==> src/design/cnb_pkg.sv <==
// Shared types and constants for the categorical naive Bayes core.
// Used by cnb_div and categorical_naive_bayes_core; no dependencies.
`timescale 1ns / 1ps
`default_nettype none

package cnb_pkg;

  // Item field geometry (fixed by the port widths)
  localparam int NUM_FEATURES = 5;
  localparam int NUM_VALUES   = 3;
  localparam int NUM_CLASSES  = 3;
  localparam int FIELD_W      = 2;
  localparam int FIDX_W       = $clog2(NUM_FEATURES);
  localparam int CIDX_W       = $clog2(NUM_CLASSES);
  localparam int TBL_DEPTH    = NUM_VALUES * NUM_CLASSES * NUM_FEATURES;
  localparam int TBL_AW       = $clog2(TBL_DEPTH);

  // Q0.32 arithmetic
  localparam int QW   = 32;
  localparam int QCNT_W = $clog2(QW);

  // Configuration
  localparam int ESS_W = 4;
  localparam logic [ESS_W-1:0] ESS_RESET = 4'd5;
  localparam logic REG_IDX_ESS = 1'b0;

  typedef enum logic [FIELD_W-1:0] {
    MODE_TRAIN = 2'd0,
    MODE_QUERY = 2'd1,
    MODE_CLEAR = 2'd2
  } mode_e;

  typedef enum logic [3:0] {
    S_IDLE,
    S_DECODE,
    S_TR_RD,
    S_TR_WR,
    S_PRI_GO,
    S_PRI_WAIT,
    S_RD,
    S_EST_GO,
    S_EST_WAIT,
    S_MUL,
    S_CMP,
    S_TIE
  } cnb_state_e;

  // Count table address: (v * classes + c) * features + f
  function automatic logic [TBL_AW-1:0] tbl_index(
    input logic [FIELD_W-1:0] v,
    input logic [CIDX_W-1:0]  c,
    input logic [FIDX_W-1:0]  f
  );
    int idx;
    idx = (int'(v) * NUM_CLASSES + int'(c)) * NUM_FEATURES + int'(f);
    return TBL_AW'(idx);
  endfunction

endpackage

`default_nettype wire

==> src/design/cnb_div.sv <==
// Bit-serial restoring divider giving a truncated Q0.32 quotient.
// Depends on cnb_pkg.
`timescale 1ns / 1ps
`default_nettype none

module cnb_div #(
  parameter int W = 19
) (
  input  logic                 clk_i,
  input  logic                 rst_ni,
  input  logic                 start_i,
  input  logic [W-1:0]         num_i,
  input  logic [W-1:0]         den_i,
  output logic                 done_o,
  output logic [cnb_pkg::QW-1:0] quo_o
);
  import cnb_pkg::*;

  logic              busy_q;
  logic              done_q;
  logic [QCNT_W-1:0] step_q;
  logic [W-1:0]      rem_q;
  logic [W-1:0]      den_q;
  logic [QW-1:0]     quo_q;

  logic [W:0] shifted;
  logic [W:0] diff;
  logic       ge;
  logic       den_zero;
  logic       num_big;

  assign shifted  = {rem_q, 1'b0};
  assign diff     = shifted - {1'b0, den_q};
  assign ge       = shifted >= {1'b0, den_q};
  assign den_zero = (den_i == '0);
  assign num_big  = (num_i >= den_i);

  always_ff @(posedge clk_i or negedge rst_ni) begin
    if (!rst_ni) begin
      busy_q <= 1'b0;
      done_q <= 1'b0;
      step_q <= '0;
    end else begin
      done_q <= 1'b0;
      if (start_i) begin
        step_q <= '0;
        if (den_zero || num_big) begin
          // zero divisor or quotient >= 1: answered at once
          busy_q <= 1'b0;
          done_q <= 1'b1;
        end else begin
          busy_q <= 1'b1;
        end
      end else if (busy_q) begin
        step_q <= step_q + 1'b1;
        if (step_q == QCNT_W'(QW - 1)) begin
          busy_q <= 1'b0;
          done_q <= 1'b1;
        end
      end
    end
  end

  always_ff @(posedge clk_i) begin
    if (start_i) begin
      rem_q <= num_i;
      den_q <= den_i;
      if (den_zero) begin
        quo_q <= '0;
      end else if (num_big) begin
        quo_q <= '1;
      end else begin
        quo_q <= '0;
      end
    end else if (busy_q) begin
      rem_q <= ge ? diff[W-1:0] : shifted[W-1:0];
      quo_q <= {quo_q[QW-2:0], ge};
    end
  end

  assign done_o = done_q;
  assign quo_o  = quo_q;

endmodule

`default_nettype wire

==> src/design/categorical_naive_bayes_core.sv <==
// Categorical naive Bayes classifier core: count tables, m-estimate scoring.
// Depends on cnb_pkg and cnb_div.
//
// Channel   Dir  Handshake              Word
// cfg       in   psel/penable/pwrite    equivalent_sample_size at byte 0
// in        in   in_valid_i/in_ready_o  mode, feature_0..4, class_label
// out       out  out_valid_o/out_ready_i predicted_class, tie_mask, winning_score
//
// One item at a time; in_ready_o is high only while the sequencer idles.
// Train: read-modify-write of five table entries, one port.
// Clear: zeroes the valid bits and class/row counters at once.
// Query: eighteen Q0.32 quotients (three priors, fifteen estimates) go
//   through one bit-serial divider at one bit per cycle (answered at once
//   when the divisor is zero or the quotient saturates); each estimate is
//   then multiplied into the running score on the shared 32x32 multiplier.
// The result waits in an output register, so a new word is taken while it
// is stalled; a second query result waits in the tie stage until it drains.
// Reset leaves all counts zero and w = 5; no clearing pass is needed.
`timescale 1ns / 1ps
`default_nettype none

module categorical_naive_bayes_core #(
  parameter int COUNT_WIDTH = 16
) (
  input  logic        clk_i,
  input  logic        rst_ni,
  // configuration
  input  logic        psel,
  input  logic        penable,
  input  logic        pwrite,
  input  logic [2:0]  paddr,
  input  logic [31:0] pwdata,
  output logic [31:0] prdata,
  output logic        pready,
  // input words
  input  logic                         in_valid_i,
  output logic                         in_ready_o,
  input  logic [cnb_pkg::FIELD_W-1:0]  mode_i,
  input  logic [cnb_pkg::FIELD_W-1:0]  feature_0_i,
  input  logic [cnb_pkg::FIELD_W-1:0]  feature_1_i,
  input  logic [cnb_pkg::FIELD_W-1:0]  feature_2_i,
  input  logic [cnb_pkg::FIELD_W-1:0]  feature_3_i,
  input  logic [cnb_pkg::FIELD_W-1:0]  feature_4_i,
  input  logic [cnb_pkg::FIELD_W-1:0]  class_label_i,
  // result words
  output logic                         out_valid_o,
  input  logic                         out_ready_i,
  output logic [cnb_pkg::CIDX_W-1:0]   predicted_class_o,
  output logic [cnb_pkg::NUM_CLASSES-1:0] tie_mask_o,
  output logic [cnb_pkg::QW-1:0]       winning_score_o
);
  import cnb_pkg::*;

  // divider operand width: 3*(count + w) needs two extra bits plus carry
  localparam int OPW = COUNT_WIDTH + 3;

  cnb_state_e state_q, state_d;

  // configuration
  logic [ESS_W-1:0] ess_q;
  logic             cfg_we;

  // latched input word
  logic [FIELD_W-1:0] mode_q;
  logic [FIELD_W-1:0] feat_q [NUM_FEATURES];
  logic [FIELD_W-1:0] lab_q;

  // loop counters
  logic [FIDX_W-1:0] f_q;
  logic [CIDX_W-1:0] c_q;
  logic              last_f;
  logic              last_c;

  // count storage
  logic [COUNT_WIDTH-1:0] mem [TBL_DEPTH];
  logic [TBL_DEPTH-1:0]   vld_q;
  logic [COUNT_WIDTH-1:0] rd_data_q;
  logic                   rd_vld_q;
  logic [COUNT_WIDTH-1:0] cls_cnt_q [NUM_CLASSES];
  logic [COUNT_WIDTH-1:0] tot_q;

  // scoring datapath
  logic [QW-1:0]   s_q;
  logic [QW-1:0]   est_q;
  logic [QW-1:0]   sc_q [NUM_CLASSES];
  logic [QW-1:0]   best_q;
  logic [CIDX_W-1:0] win_q;
  logic [2*QW-1:0] prod;

  // output register
  logic                   out_valid_q;
  logic [CIDX_W-1:0]      pred_q;
  logic [NUM_CLASSES-1:0] mask_q;
  logic [QW-1:0]          score_q;

  // sequencer outputs
  logic in_ready;
  logic div_start;
  logic mem_re;
  logic mem_we;
  logic out_load;

  // misc combinational
  logic                   row_ok;
  logic [FIELD_W-1:0]     cur_v;
  logic                   cur_in_range;
  logic [CIDX_W-1:0]      tbl_cls;
  logic [TBL_AW-1:0]      tbl_addr;
  logic [COUNT_WIDTH-1:0] cnt;
  logic [COUNT_WIDTH-1:0] cnt_inc;
  logic [CIDX_W-1:0]      cls_idx;
  logic [COUNT_WIDTH-1:0] cls_cnt;
  logic [OPW-1:0]         est_num;
  logic [OPW-1:0]         est_den;
  logic [OPW-1:0]         cls_plus_w;
  logic [OPW-1:0]         div_num;
  logic [OPW-1:0]         div_den;
  logic                   div_done;
  logic [QW-1:0]          div_quo;
  logic [NUM_CLASSES-1:0] tie_mask;

  assign last_f = (f_q == FIDX_W'(NUM_FEATURES - 1));
  assign last_c = (c_q == CIDX_W'(NUM_CLASSES - 1));

  // ---------------------------------------------------------------- config
  assign pready = 1'b1;
  assign cfg_we = psel && penable && pwrite && (paddr[2] == REG_IDX_ESS);
  assign prdata = (paddr[2] == REG_IDX_ESS) ? {{(32 - ESS_W){1'b0}}, ess_q} : 32'd0;

  // ---------------------------------------------------------------- decode
  always_comb begin
    row_ok = (lab_q < FIELD_W'(NUM_CLASSES));
    for (int i = 0; i < NUM_FEATURES; i++) begin
      if (feat_q[i] >= FIELD_W'(NUM_VALUES)) begin
        row_ok = 1'b0;
      end
    end
  end

  // table address for the current feature; an out-of-range query value
  // reads as a zero count
  assign cur_v        = feat_q[f_q];
  assign cur_in_range = (cur_v < FIELD_W'(NUM_VALUES));
  assign tbl_cls      = (state_q == S_TR_RD || state_q == S_TR_WR) ? lab_q[CIDX_W-1:0] : c_q;
  assign tbl_addr     = tbl_index(cur_in_range ? cur_v : '0, tbl_cls, f_q);

  assign cnt     = rd_vld_q ? rd_data_q : '0;
  assign cnt_inc = (cnt == '1) ? cnt : cnt + 1'b1;

  assign cls_idx = (state_q == S_TR_WR) ? lab_q[CIDX_W-1:0] : c_q;
  assign cls_cnt = cls_cnt_q[cls_idx];

  // m-estimate operands: (3*cnt + w) / (3*(class count + w))
  assign cls_plus_w = OPW'(cls_cnt) + OPW'(ess_q);
  assign est_num    = (OPW'(cnt) << 1) + OPW'(cnt) + OPW'(ess_q);
  assign est_den    = (cls_plus_w << 1) + cls_plus_w;

  assign div_num = (state_q == S_PRI_GO) ? OPW'(cls_cnt) : est_num;
  assign div_den = (state_q == S_PRI_GO) ? OPW'(tot_q) : est_den;

  assign prod = s_q * est_q;

  always_comb begin
    for (int i = 0; i < NUM_CLASSES; i++) begin
      tie_mask[i] = (sc_q[i] == best_q);
    end
  end

  cnb_div #(
    .W (OPW)
  ) u_div (
    .clk_i   (clk_i),
    .rst_ni  (rst_ni),
    .start_i (div_start),
    .num_i   (div_num),
    .den_i   (div_den),
    .done_o  (div_done),
    .quo_o   (div_quo)
  );

  // ---------------------------------------------------------------- sequencer
  always_ff @(posedge clk_i or negedge rst_ni) begin
    if (!rst_ni) begin
      state_q <= S_IDLE;
    end else begin
      state_q <= state_d;
    end
  end

  always_comb begin
    state_d   = state_q;
    in_ready  = 1'b0;
    div_start = 1'b0;
    mem_re    = 1'b0;
    mem_we    = 1'b0;
    out_load  = 1'b0;
    unique case (state_q)
      S_IDLE: begin
        in_ready = 1'b1;
        if (in_valid_i) begin
          state_d = S_DECODE;
        end
      end
      S_DECODE: begin
        unique case (mode_q)
          MODE_TRAIN: state_d = row_ok ? S_TR_RD : S_IDLE;
          MODE_QUERY: state_d = S_PRI_GO;
          MODE_CLEAR: state_d = S_IDLE;
          default:    state_d = S_IDLE;
        endcase
      end
      S_TR_RD: begin
        mem_re  = 1'b1;
        state_d = S_TR_WR;
      end
      S_TR_WR: begin
        mem_we  = 1'b1;
        state_d = last_f ? S_IDLE : S_TR_RD;
      end
      S_PRI_GO: begin
        div_start = 1'b1;
        state_d   = S_PRI_WAIT;
      end
      S_PRI_WAIT: begin
        if (div_done) begin
          state_d = S_RD;
        end
      end
      S_RD: begin
        mem_re  = 1'b1;
        state_d = S_EST_GO;
      end
      S_EST_GO: begin
        div_start = 1'b1;
        state_d   = S_EST_WAIT;
      end
      S_EST_WAIT: begin
        if (div_done) begin
          state_d = S_MUL;
        end
      end
      S_MUL: begin
        state_d = last_f ? S_CMP : S_RD;
      end
      S_CMP: begin
        state_d = last_c ? S_TIE : S_PRI_GO;
      end
      S_TIE: begin
        if (!out_valid_q || out_ready_i) begin
          out_load = 1'b1;
          state_d  = S_IDLE;
        end
      end
      default: state_d = S_IDLE;
    endcase
  end

  // ---------------------------------------------------------------- control state
  always_ff @(posedge clk_i or negedge rst_ni) begin
    if (!rst_ni) begin
      ess_q       <= ESS_RESET;
      f_q         <= '0;
      c_q         <= '0;
      vld_q       <= '0;
      rd_vld_q    <= 1'b0;
      tot_q       <= '0;
      out_valid_q <= 1'b0;
      for (int i = 0; i < NUM_CLASSES; i++) begin
        cls_cnt_q[i] <= '0;
      end
    end else begin
      if (cfg_we) begin
        ess_q <= pwdata[ESS_W-1:0];
      end

      if (out_load) begin
        out_valid_q <= 1'b1;
      end else if (out_ready_i) begin
        out_valid_q <= 1'b0;
      end

      if (mem_re) begin
        rd_vld_q <= cur_in_range && vld_q[tbl_addr];
      end

      unique case (state_q)
        S_DECODE: begin
          f_q <= '0;
          c_q <= '0;
          if (mode_q == MODE_CLEAR) begin
            vld_q <= '0;
            tot_q <= '0;
            for (int i = 0; i < NUM_CLASSES; i++) begin
              cls_cnt_q[i] <= '0;
            end
          end
        end
        S_TR_WR: begin
          vld_q[tbl_addr] <= 1'b1;
          f_q             <= f_q + 1'b1;
          if (last_f) begin
            cls_cnt_q[cls_idx] <= (cls_cnt == '1) ? cls_cnt : cls_cnt + 1'b1;
            tot_q              <= (tot_q == '1) ? tot_q : tot_q + 1'b1;
          end
        end
        S_PRI_WAIT: begin
          f_q <= '0;
        end
        S_MUL: begin
          if (!last_f) begin
            f_q <= f_q + 1'b1;
          end
        end
        S_CMP: begin
          if (!last_c) begin
            c_q <= c_q + 1'b1;
          end
        end
        default: begin
        end
      endcase
    end
  end

  // ---------------------------------------------------------------- count table
  always_ff @(posedge clk_i) begin
    if (mem_we) begin
      mem[tbl_addr] <= cnt_inc;
    end
    if (mem_re) begin
      rd_data_q <= mem[tbl_addr];
    end
  end

  // ---------------------------------------------------------------- payload
  always_ff @(posedge clk_i) begin
    if (in_ready && in_valid_i) begin
      mode_q    <= mode_i;
      feat_q[0] <= feature_0_i;
      feat_q[1] <= feature_1_i;
      feat_q[2] <= feature_2_i;
      feat_q[3] <= feature_3_i;
      feat_q[4] <= feature_4_i;
      lab_q     <= class_label_i;
    end

    unique case (state_q)
      S_PRI_WAIT: begin
        if (div_done) begin
          s_q <= div_quo;   // prior
        end
      end
      S_EST_WAIT: begin
        if (div_done) begin
          est_q <= div_quo;
        end
      end
      S_MUL: begin
        s_q <= prod[2*QW-1:QW];
      end
      S_CMP: begin
        sc_q[c_q] <= s_q;
        // strict compare keeps the lowest index on a tie
        if (c_q == '0 || s_q > best_q) begin
          best_q <= s_q;
          win_q  <= c_q;
        end
      end
      default: begin
      end
    endcase

    if (out_load) begin
      pred_q  <= win_q;
      mask_q  <= tie_mask;
      score_q <= best_q;
    end
  end

  assign in_ready_o        = in_ready;
  assign out_valid_o       = out_valid_q;
  assign predicted_class_o = pred_q;
  assign tie_mask_o        = mask_q;
  assign winning_score_o   = score_q;

`ifndef SYNTHESIS
  // divider answers only while the sequencer waits for it
  assert property (@(posedge clk_i) disable iff (!rst_ni)
    div_done |-> (state_q == S_PRI_WAIT || state_q == S_EST_WAIT))
    else $error("divider done outside a wait state");

  // every counted row adds to the total, so no class count passes it
  assert property (@(posedge clk_i) disable iff (!rst_ni)
    (cls_cnt_q[0] <= tot_q) && (cls_cnt_q[1] <= tot_q) && (cls_cnt_q[2] <= tot_q))
    else $error("class count exceeds total rows");

  // an accepted word is decoded on the next cycle
  assert property (@(posedge clk_i) disable iff (!rst_ni)
    (in_valid_i && in_ready_o) |=> (state_q == S_DECODE))
    else $error("accepted word not decoded");

  // a finished query always lands in the output register
  assert property (@(posedge clk_i) disable iff (!rst_ni)
    (state_q == S_TIE && (!out_valid_o || out_ready_i)) |=> out_valid_o)
    else $error("query result lost");
`endif

endmodule

`default_nettype wire

==> config.mk <==
export PLATFORM = sky130hd
export DESIGN_NAME = categorical_naive_bayes_core
export DESIGN_NICKNAME = d
export VERILOG_FILES = /design/src/design/cnb_pkg.sv /design/src/design/cnb_div.sv /design/src/design/categorical_naive_bayes_core.sv
export SDC_FILE = /design/constraint.sdc
export NUM_CORES = 2
export LEC_CHECK = 0
export ABC_AREA = 1
export BUFFER_PORTS_ARGS = -buffer_cell sky130_fd_sc_hd__buf_2
export CELL_PAD_IN_SITES_DETAIL_PLACEMENT = 0
export CELL_PAD_IN_SITES_GLOBAL_PLACEMENT = 1
export CORE_MARGIN = 2
export CORE_UTILIZATION = 45
export CTS_BUF_LIST = sky130_fd_sc_hd__clkbuf_4
export CTS_CLUSTER_SIZE = 12
export DETAILED_ROUTE_END_ITERATION = 12
export PLACE_DENSITY = 0.83
export SLEW_MARGIN = 20
export SYNTH_ARGS = -nofsm -noshare
export SYNTH_HDL_FRONTEND = slang
export SYNTH_SLANG_ARGS = --single-unit
==> constraint.sdc <==
create_clock -name clk_i -period 8.8 [get_ports clk_i]
set_clock_uncertainty 0.05 [all_clocks]
set_input_delay 0.44 -clock clk_i [delete_from_list [all_inputs] [get_ports clk_i]]
set_output_delay 0.44 -clock clk_i [all_outputs]
set_load 0.02 [all_outputs]
# == After elaboration in Yosys (flattened, before gate mapping) ==
# Memory sizes are Yosys's and may differ from the RTL's. A register that Yosys moved wholly into a read port is not among the register bits.
# Index checks and enable logic that the tools add are counted.
# word_totals
memories,3
ramBits,826
register_bits,340
input_bits,56
# mem_list
name,depth,word_bits,read_ports,rd_clocked_by_memory_dff,write_ports,line,text
mem,45,16,1,1,1,categorical_naive_bayes_core.sv:75,logic [COUNT_WIDTH-1:0] mem [TBL_DEPTH];
sc_q,3,32,3,0,1,categorical_naive_bayes_core.sv:85,logic [QW-1:0] sc_q [NUM_CLASSES];
feat_q,5,2,6,0,5,categorical_naive_bayes_core.sv:65,logic [FIELD_W-1:0] feat_q [NUM_FEATURES];
# classes
eq_ne,31
reduce_logical,34
muxes,80
order_cmp,14
n_mul,3
bitwise,3
add_sub_neg,13
# op_table
op,count
2-to-1 mux 32 bit,5
2-to-1 mux 16 bit,9
equality test 32 bit,3
2-to-1 mux 48 bit,2
case mux 48 bit (2 select lines),1
2-to-1 mux 19 bit,5
case mux 45 bit (2 select lines),1
multiplier 32 x 32 -> 64 bit,1
case mux 32 bit (2 select lines),1
"adder 16 x 1 -> 16 bit, second input constant",3
bitwise mux 48 bit,1
"equality test 16 bit, second input constant",3
case mux 4 bit (12 select lines),1
2-to-1 mux 45 bit,1
bitwise OR 45 bit,1
binary-select mux 16 bit (select 2 bit),1
demux 16 bit (select 2 bit),1
> comparator 32 bit,1
case mux 16 bit (2 select lines),1
2-to-1 mux 1 bit,29
2-to-1 mux 4 bit,7
greater-or-equal comparator 20 x 19 -> 1 bit,1
adder 18 x 17 -> 19 bit,1
adder 18 x 4 -> 19 bit,1
other kinds (49),97

# == Longest topological paths before layout ==
# logic_depth
depth_word,13
mapped_depth,47
mapped_depth_nobuf,44

# == Hierarchy ==
# From an unflattened synthesis, not the netlist that was laid out.
# unflattened
cells_unflattened,9032
hier_area_um2,86515.5
# modules_own_cells
mod,cells_each,seq_area_each_um2,area_each_um2,instances
categorical_naive_bayes_core,8385,32563.7,81383.1,1
cnb_div,647,2277.2,5132.4,1

# == Worst setup path after synthesis ==
# Ideal clock, no wire load.
# synth_timing
path_kind,register to register
startpoint,register s_q[25]
endpoint,"register s_q[22], data pin"
arrival_ps,6397
synth_period_minus_slack_ps,6701
slack_ps,2099
stages_incl_launch_ff,24
n_path_buf,1
setup_time_ps,254
path_cell_list,edfxtp_1 > clkbuf_1 > nand2_1 > fa_1 > fa_1 > fa_1 > fa_1 > inv_1 > fa_1 > fa_1 > fa_1 > inv_1 > fa_1 > inv_1 > ha_1 > a21oi_1 > o21ai_0 > a21oi_1 > o21ai_0 > a21oi_1 > nand2_1 > or2_2 > nand3_1 > nand2_1
# synth_between
elab_chain_len,2
# synth_lines
element,line,text
start: declaration,categorical_naive_bayes_core.sv:83,logic [QW-1:0] s_q;
start signal: assignment,categorical_naive_bayes_core.sv:350,s_q <= div_quo;
start signal: assignment,categorical_naive_bayes_core.sv:359,s_q <= prod[2*QW-1:QW];
multiplier 32 x 32 -> 64 bit,categorical_naive_bayes_core.sv:161,assign prod = s_q * est_q;
case mux 32 bit (2 select lines),categorical_naive_bayes_core.sv:347,unique case (state_q)
# Every way passes these cells.
# A chain may end at the register's enable or synchronous reset.

# == Worst setup path after layout ==
# layout_timing
startpoint,register s_q[9]
endpoint,"register s_q[13], data pin"
# The elaborated chain is that of the path after synthesis.

==> impl_metrics.yaml <==
outcome:
  status: "finished clean"
detailed_routing:
  vias: 62900
  detailedRoute.firstPassIterationCount: 6
  antenna_left: 0
  wirelength_um: 245000
  first_iter_violations: 5392
  wl_per_cell_um: 20.6
  drc: 0
  vias_per_cell: 5.29
floorplanning:
  rows: 160
  ioPinCount: 128
  dieHeight_um: 441
  core_area_mm2: 0.190
  die_x_um: 441
  die_area_mm2: 0.194
  start_util: 0.452
hold_path:
  hold_path.class: "input pin to register"
place:
  port_buffers: 68
  place.gp.congestion: 0.946
  hpwlAfterDp_um: 175000
cts:
  cts_setup_buffers: 0
  holdBufCountCts: 50
  cts.clk_slew.worst_paths_ns: 0.07
  cts-resized-gates: 0
  numCtsBuffers: 316
  cts_tree: "yes"
  root_buffer: "clkbuf_4"
  clock_sinks: 1182
  clk_latency_ns: 1.30
  htree_levels: 5
  cts_buffer_depth: 4
synthesis:
  ys_seq_elements: 1182
  yosysWarnings: 0
  synth_enable_flop_cells: 1051
  syn_area_mm2: 0.0859
  async_flop_share: 0.111
  ys_types: 71
  synth_cells: 8812
  ys_seq_area_frac: 0.406
  synth_top_cell_area_share: 0.367
  synth_top_flop_cell: "edfxtp_1"
  synth_area_per_cell_um2: 9.75
  yosys.area.top_type: "edfxtp_1"
  ys_top_cells_by_area: "edfxtp_1 37%, fa_1 21%, nand2_1 9.7%, inv_1 8.3%, ha_1 5.9%"
timing:
  finalCritPeriodShare: 0.927
  period_needed_ns: 8.16
  finalHoldViolations: 0
  grt_setup_unrepaired: "false"
  drv_slew: 0
  relSlewSlack: 0.148
  max_freq_mhz: 123
  finalSetupTns_ns: 0
  tightest_slew_ns: 1.28
  setup_viol: 0
global_route:
  grt_usage: 0.254
  antenna_found_initial: 6
  grt_pass1_wl_um: 377000
  grt_pass1_vias: 65700
  overflow: 0
  grt_max_degree: 71
worst_setup_path:
  worstPathRequired_ns: 9.67
  startpoint_type: "register"
  cp_common_cell: "fa_1"
  cpPeakStageDelay_ns: 1.14
  cp_slowest_cell: "edfxtp_1"
  crit_path_end_kind: "register"
  criticalPathCategory: "register to register"
  cp_max_fo: 14
  worstPathCellList: "buf_4 > nand2_1 > inv_1 > fa_1 > fa_1 > inv_1 > fa_1 > fa_1 > fa_1 > inv_1 > fa_1 > fa_1 > fa_1 > ha_1 > a21oi_1 > o21ai_0 > a21oi_1 > o21ai_0 > inv_1 > nand3_1 > a21oi_1 > xor2_1 > o21ai_0"
  worstPathArrival_ns: 9.03
cells_and_area:
  finalNetCount: 10500
  areaGrowthSynthToFinish_pct: 10.2
  final_cell_mix: "2218 x nand2_1, 1887 x inv_1, 1051 x edfxtp_1, 904 x fa_1, 439 x clkbuf_4"
  drive_above_1_share: 0.0941
  fill_cells: 17200
  layout_commonest_cell: "nand2_1"
run:
  cap_violations: 0
==> cell type report <==
cell class	instances	area, µm²	share of cell area
inverter	1905	7160	0.0757
clock inverter	79	415	0.00439
multi-input combinational	5391	42900	0.453
tap	2511	3140	0.0332
timing repair buffer	362	2910	0.0308
sequential	1182	34800	0.368
clock buffer	439	3300	0.0348
antenna	6	15.0	0.000159
==> worst max-delay path: cells and delay by family (launching register included) <==
kind | cells | cell delay [ns]
and+or+nand+nor | 2 | 0.28
adders and majority gates | 9 | 4.24
xor gates and xnor gates | 1 | 0.17
buffers and inverters | 5 | 0.71
DFF | 1 | 1.14
AOI/OAI and AO/OA | 6 | 1.29
==> state kept, by name, indices dropped and copies added (netlist names), 5 cells and up <==
register and cells:
mem 720, sc_q 96, cls_cnt_q 48, vld_q 45, best_q 32, est_q 32, s_q 32, u_div.quo_o 32
winning_score_o 32, u_div.den_q 19, u_div.rem_q 19, rd_data_q 16, tot_q 16, feat_q 10, u_div.step_q 5
==> logic make-up after synthesis <==
group / after synthesis / share of synthesized area
and+or+nand+nor: 3006 / 0.141
buffers and inverters: 2266 / 0.101
adders and majority gates: 1312 / 0.270
DFF: 1182 / 0.406
AOI/OAI and AO/OA: 896 / 0.0666
xor gates and xnor gates: 148 / 0.0151
other: 2 / 0.0000874
==> stage by stage <==
| stage | cells | area (µm²) | utilization | hold slack [ns] | setup WS [ns] |
|---|---|---|---|---|---|
| after CTS | 11900 | 94500 | 0.497 | 0.00340 | 0.746 |
| after global routing | 11900 | 94600 | 0.498 | 0.132 | 0.387 |
| after floorplan | 8839 | 86000 | - | 0.0944 | 2.10 |
| final | 11900 | 94600 | 0.498 | 0.187 | 0.644 |
| after global placement | 11300 | 90200 | 0.475 | 0.382 | 0.671 |
| after detailed placement | 11300 | 90300 | 0.475 | 0.372 | 0.831 |
==> path summary, 6_finish.rpt <==
| check | slack, ns | startpoint | endpoint | cells past startpoint |
|---|---|---|---|---|
| hold reg to reg | 0.36 | u_div.quo_o[2] | est_q[2] | 0 |
| setup reg to reg | 0.64 | s_q[9] | s_q[13] | 23 |
| min in group asynchronous | 0.35 | rst_ni | ess_q[0] | 3 |
| setup / recovery | 0.64 | s_q[9] | s_q[13] | 23 |
| max in group asynchronous | 7.32 | rst_ni | u_div.done_o | 4 |
| hold / removal | 0.19 | pwrite | ess_q[0] | 4 |
==> cells in the mapped netlist, types with 18 or more instances <==
cell type and instances:
nand2_1 2219, inv_1 1888, edfxtp_1 1051, fa_1 904
ha_1 408, nor2_1 384, clkbuf_1 303, o21ai_0 250
a21oi_1 216, nand3_1 198, dfrtp_1 129, xor2_1 127
a221oi_1 98, nand4_1 62, a22oi_1 58, o22ai_1 44
nor3_1 38, a41oi_1 36, a22o_1 30, nor4_1 30
buf_4 29, a31oi_1 24, xnor2_1 21, o211ai_1 20
nand2_2 19, o21bai_1 18
==> layer usage <==
layer,track usage,routed length [µm],vias up
met5,0,45,-
met4,0.111,11000,6
met3,0.0467,19600,579
met2,0.424,118000,2559
met1,0.323,96500,31200
li1,-,-,28500
Power is left out: the tool's default activity adds up to more than one toggle a clock period on the data nets, which glitch-free logic cannot reach.
